### config.mk
export PLATFORM = sky130hd
export DESIGN_NAME = depq_cell
export DESIGN_NICKNAME = d
export VERILOG_FILES = /design/src/hdl/depq_pkg.sv /design/src/hdl/depq_cell.sv
export SDC_FILE = /design/constraint.sdc
export NUM_CORES = 1
export LEC_CHECK = 0
export BUFFER_PORTS_ARGS = -buffer_cell sky130_fd_sc_hd__buf_4
export CAP_MARGIN = 5
export CORE_UTILIZATION = 45
export CTS_CLUSTER_SIZE = 40
export DETAILED_ROUTE_END_ITERATION = 8
export PLACE_DENSITY_LB_ADDON = 0.05
export SYNTH_ARGS = -nofsm -noshare
export SYNTH_HDL_FRONTEND = slang
export SYNTH_SLANG_ARGS = --single-unit
export TNS_END_PERCENT = 5
### constraint.sdc
create_clock -name clk -period 8.08 [get_ports clk]
set_input_delay 1.616 -clock clk [delete_from_list [all_inputs] [get_ports clk]]
set_output_delay 1.616 -clock clk [all_outputs]
set_load 0.005 [all_outputs]
### src/hdl/depq_pkg.sv
// Shared types and codes for the double-ended priority queue.
// No dependencies; used by the channel interfaces, the cell and the top level.
package depq_pkg;

  localparam int VAL_W = 32;
  localparam int OCC_W = 11;

  typedef logic signed [VAL_W-1:0] val_t;

  typedef enum logic [1:0] {
    CMD_INSERT  = 2'd0,
    CMD_DEL_MAX = 2'd1,
    CMD_DEL_MIN = 2'd2,
    CMD_CLEAR   = 2'd3
  } cmd_t;

  typedef enum logic [1:0] {
    ST_DONE         = 2'd0,
    ST_EMPTY_DELETE = 2'd1,
    ST_FULL_INSERT  = 2'd2
  } status_t;

  // Number of values held in one cell.
  typedef enum logic [1:0] {
    FILL_NONE = 2'd0,
    FILL_ONE  = 2'd1,
    FILL_TWO  = 2'd2
  } fill_t;

  // Request travelling down the chain, one cell per cycle.
  typedef struct packed {
    logic valid;
    cmd_t op;
    val_t value;
  } req_t;

  // What a cell shows to the cell above it. With one value, lo == hi.
  typedef struct packed {
    fill_t fill;
    val_t  lo;
    val_t  hi;
  } view_t;

endpackage

### src/hdl/depq_cell.sv
// One cell of the queue chain: holds the min and max of everything at and below it.
// Depends on depq_pkg. Instantiated in a row by double_ended_priority_queue.
module depq_cell (
  input  logic             clk,
  input  logic             rst,
  input  logic             flush,
  input  depq_pkg::req_t   req_in,
  input  depq_pkg::view_t  below,
  output depq_pkg::view_t  view,
  output depq_pkg::req_t   req_out
);

  depq_pkg::fill_t fill, fill_next;
  depq_pkg::val_t  lo, lo_next;
  depq_pkg::val_t  hi, hi_next;
  depq_pkg::req_t  pass;

  always_comb begin
    fill_next   = fill;
    lo_next     = lo;
    hi_next     = hi;
    pass        = '0;
    pass.op     = req_in.op;
    pass.value  = req_in.value;
    if (req_in.valid) begin
      unique case (req_in.op)
        depq_pkg::CMD_INSERT: begin
          if (fill == depq_pkg::FILL_NONE) begin
            lo_next   = req_in.value;
            hi_next   = req_in.value;
            fill_next = depq_pkg::FILL_ONE;
          end else if (fill == depq_pkg::FILL_ONE) begin
            if (req_in.value < lo) lo_next = req_in.value;
            else hi_next = req_in.value;
            fill_next = depq_pkg::FILL_TWO;
          end else begin
            // full cell: keep the extremes, push the middle value down
            pass.valid = 1'b1;
            if (req_in.value < lo) begin
              lo_next    = req_in.value;
              pass.value = lo;
            end else if (req_in.value > hi) begin
              hi_next    = req_in.value;
              pass.value = hi;
            end
          end
        end
        depq_pkg::CMD_DEL_MAX: begin
          if (fill == depq_pkg::FILL_ONE) begin
            fill_next = depq_pkg::FILL_NONE;
          end else if (below.fill == depq_pkg::FILL_NONE) begin
            hi_next   = lo;
            fill_next = depq_pkg::FILL_ONE;
          end else begin
            hi_next    = below.hi;
            pass.valid = 1'b1;
          end
        end
        depq_pkg::CMD_DEL_MIN: begin
          if (fill == depq_pkg::FILL_ONE) begin
            fill_next = depq_pkg::FILL_NONE;
          end else if (below.fill == depq_pkg::FILL_NONE) begin
            lo_next   = hi;
            fill_next = depq_pkg::FILL_ONE;
          end else begin
            lo_next    = below.lo;
            pass.valid = 1'b1;
          end
        end
        default: begin
          // clear is handled by flush
        end
      endcase
    end
  end

  always_ff @(posedge clk) begin
    if (rst || flush) begin
      fill          <= depq_pkg::FILL_NONE;
      req_out.valid <= 1'b0;
    end else begin
      fill          <= fill_next;
      req_out.valid <= pass.valid;
    end
    lo            <= lo_next;
    hi            <= hi_next;
    req_out.op    <= pass.op;
    req_out.value <= pass.value;
  end

  assign view.fill = fill;
  assign view.lo   = lo;
  assign view.hi   = hi;

endmodule

==> flow_metrics.env <==
export IMPL_r2r_cells=10
export IMPL_yosysWarnings=0
export IMPL_p_total_mw=1.34
export IMPL_synth_flop_cell="edfxtp_1"
export IMPL_syn_area_per_cell_um2=9.83
export IMPL_max_freq_mhz=214
export IMPL_drtPass1Iterations=5
export IMPL_hold_violations=0
export IMPL_place_inst=1007
export IMPL_async_flop_share=0
export IMPL_die_width_um=121
export IMPL_synth_cells=649
export IMPL_io_buffers=204
export IMPL_hold_depth=2
export IMPL_synthesis_nets=820
export IMPL_gr_max_usage_layer="met2"
export IMPL_io_pins=205
export IMPL_drt_initial_drc_count=395
export IMPL_p_seq_frac=0.450
export IMPL_critical_path_class="input port to flip-flop"
export IMPL_finalClockSkew_ns=0.00617
export IMPL_cap_violations=0
export IMPL_vias_per_cell=5.54
export IMPL_clockPowerShare=0.344
export IMPL_comb_power_share=0.206
export IMPL_yosysSeqAreaShare=0.417
export IMPL_synth_seq_cells=101
export IMPL_nNetsFinal=1009
export IMPL_area_growth_pct=31.2
export IMPL_holdBufCountCts=0
export IMPL_drt_wl_total_um=18200
export IMPL_die_height_um=121
export IMPL_post_route_cells_drive_above_1_share=0.281
export IMPL_h_tree_depth=3
export IMPL_min_period_ns=4.68
export IMPL_fin_cells=1023
export IMPL_tns_ns=0
export IMPL_p_int_uw=990
export IMPL_cts_clk_slew_worst_paths_ns=0.07
export IMPL_root_buffer="clkbuf_16"
export IMPL_fin_util=0.603
export IMPL_tightest_slew_ns=1.22
export IMPL_grt_met2_usage=0.431
export IMPL_status="complete, no violations"
export IMPL_swShare=0.264
export IMPL_track_usage=0.250
export IMPL_setup_viol=0
export IMPL_cp_required_ns=8.05
export IMPL_row_count=43
export IMPL_gr_total_overflow=0
export IMPL_cts_resized=0
export IMPL_dp_hpwl_um=13000
export IMPL_insertion_delay_ns=0.35
export IMPL_hold_path_class="flip-flop to flip-flop"
export IMPL_worstPathArrival_ns=4.65
export IMPL_final_max_slew_viol_count=0
export IMPL_ir_drop_mv=0.0950
export IMPL_min_period_over_period=0.579
export IMPL_crit_path_end_kind="flip-flop"
export IMPL_wire_per_inst_um=17.8
export IMPL_mostFrequentLayoutCells="211 x buf_4, 86 x a21oi_1, 71 x nor2_1, 68 x inv_1"
export IMPL_design_die_area_mm2=0.0147
export IMPL_antenna_cells=0
export IMPL_gp_congestion=0.837
export IMPL_antenna_found_initial=0
export IMPL_grt_pass1_vias=5570
export IMPL_relSlewSlack=0.184
export IMPL_antenna_left=0
export IMPL_ys_types=46
export IMPL_cts_buffers=9
export IMPL_worstPathMaxFanout=34
export IMPL_clock_sinks=101
export IMPL_synth_enable_flop_cells=64
export IMPL_cts_tree="yes"
export IMPL_fp_coreArea_mm2=0.0139
export IMPL_p_leak_nw=3.80
export IMPL_start_kind="input port"
export IMPL_drc=0
export IMPL_worstHoldStart="fill[0]"
export IMPL_grt_first_pass_wirelength_um=28400
export IMPL_grt_use_met3=0.0395
export IMPL_layout_commonest_cell="buf_4"
export IMPL_switching_power_uw=355
export IMPL_initial_core_util=0.460
export IMPL_grt_max_degree=67
export IMPL_postCtsSetupBuffers=0
export IMPL_p_per_area_mw_per_mm2=161
export IMPL_synth_area_mm2=0.00638
export IMPL_clockBufferDepth=2
export IMPL_ff2ff_setup_slack_ns=4.34
export IMPL_num_vias=5664
export IMPL_hold_end="fill[0]"
export IMPL_r2r_start="lo[25]"
export IMPL_grt_use_met1=0.315
export IMPL_grt_setup_unrepaired="no"
export IMPL_r2r_end="lo[23]"
==> through the flow <==
step                      setup WS [ns]  hold WS [ns]  cell area [um^2]
after global placement             3.11         0.552              8070
after detailed placement           3.03         0.563              8070
final                              3.40         0.579              8370
after floorplan                    1.93         0.539              6380
after global routing               3.22         0.606              8370
after CTS                          3.37         0.573              8370
==> flip-flops by register name, indices dropped and copies added, names as in the netlist <==
signal and flops:
hi 32, req_out 35, fill 2, lo 32
==> layer usage <==
layer,share of wire,vias to the layer above
met4,0.015,0
met3,0.060,21
met2,0.50,186
met5,0,-
li1,-,2772
met1,0.42,2685
==> worst max-delay path, stage by stage <==
cell and delay (ns):
buf_4 0.13, ha_1 0.32, a21o_1 0.19, nand3_1 0.08, a21oi_1 0.07, nor4b_1 0.64
a31oi_4 0.15, buf_4 0.30, o21ai_0 0.21, o2111a_2 0.90
==> power by group through the flow <==
stage	Combinational, mW	Clock, mW	Sequential [mW]
3_3_place_gp	0.270	0	0.615
6_report	0.278	0.462	0.605
4_1_cts	0.279	0.466	0.605
3_5_place_dp	0.277	0	0.616
2_1_floorplan	0.142	0	0.613
5_1_grt	0.306	0.488	0.608
==> cells in the mapped netlist, types with 3 or more instances <==
master / count / area, um^2
buf_2: 4 / 20.0
a21oi_1: 86 / 430
nand3_1: 7 / 35.0
a211oi_1: 3 / 22.5
buf_1: 5 / 18.8
and3_1: 3 / 18.8
o21ai_0: 9 / 45.0
a221o_1: 31 / 310
mux2i_1: 65 / 651
buf_6: 3 / 33.8
nand2_1: 17 / 63.8
nand4_1: 9 / 56.3
inv_1: 68 / 255
clkbuf_1: 21 / 78.8
o21a_1: 3 / 22.5
and4_1: 5 / 43.8
dfxtp_1: 37 / 741
edfxtp_1: 64 / 1920
nor2_1: 72 / 270
a21o_1: 6 / 45.0
nor3_1: 35 / 175
ha_1: 67 / 838
==> logic make-up (layout without fill, tap and decap cells) <==
group,Yosys count,after routing,share of synthesized area
adders and majority gates,67,67,0.131
muxes,65,65,0.102
DFF,101,101,0.417
buffers and inverters,101,295,0.0637
AOI/OAI and AO/OA,158,158,0.172
and+or+nand+nor,157,157,0.114
==> how the worst max path moves through the flow <==
stage	end	slack, ns	start	cells after the start
floorplan	hi[0]	1.93	req_in[31]	9
global placement	lo[17]	3.11	req_in[25]	10
detailed placement	hi[17]	3.03	req_in[31]	10
CTS	hi[23]	3.37	req_in[31]	10
global route	hi[24]	3.22	req_in[31]	10
finish	lo[23]	3.40	req_in[25]	10
==> final cells by class <==
type	count	area [um^2]
Clock inverter	4	72.6
Timing Repair Buffer	211	1580
Sequential cell	101	2660
Inverter	68	255
Fill cell	1203	5510
Multi-Input combinational cell	447	3340
Clock buffer	12	236
Tap cell	180	225
No activity file was read; power rests on OpenSTA's default activity.
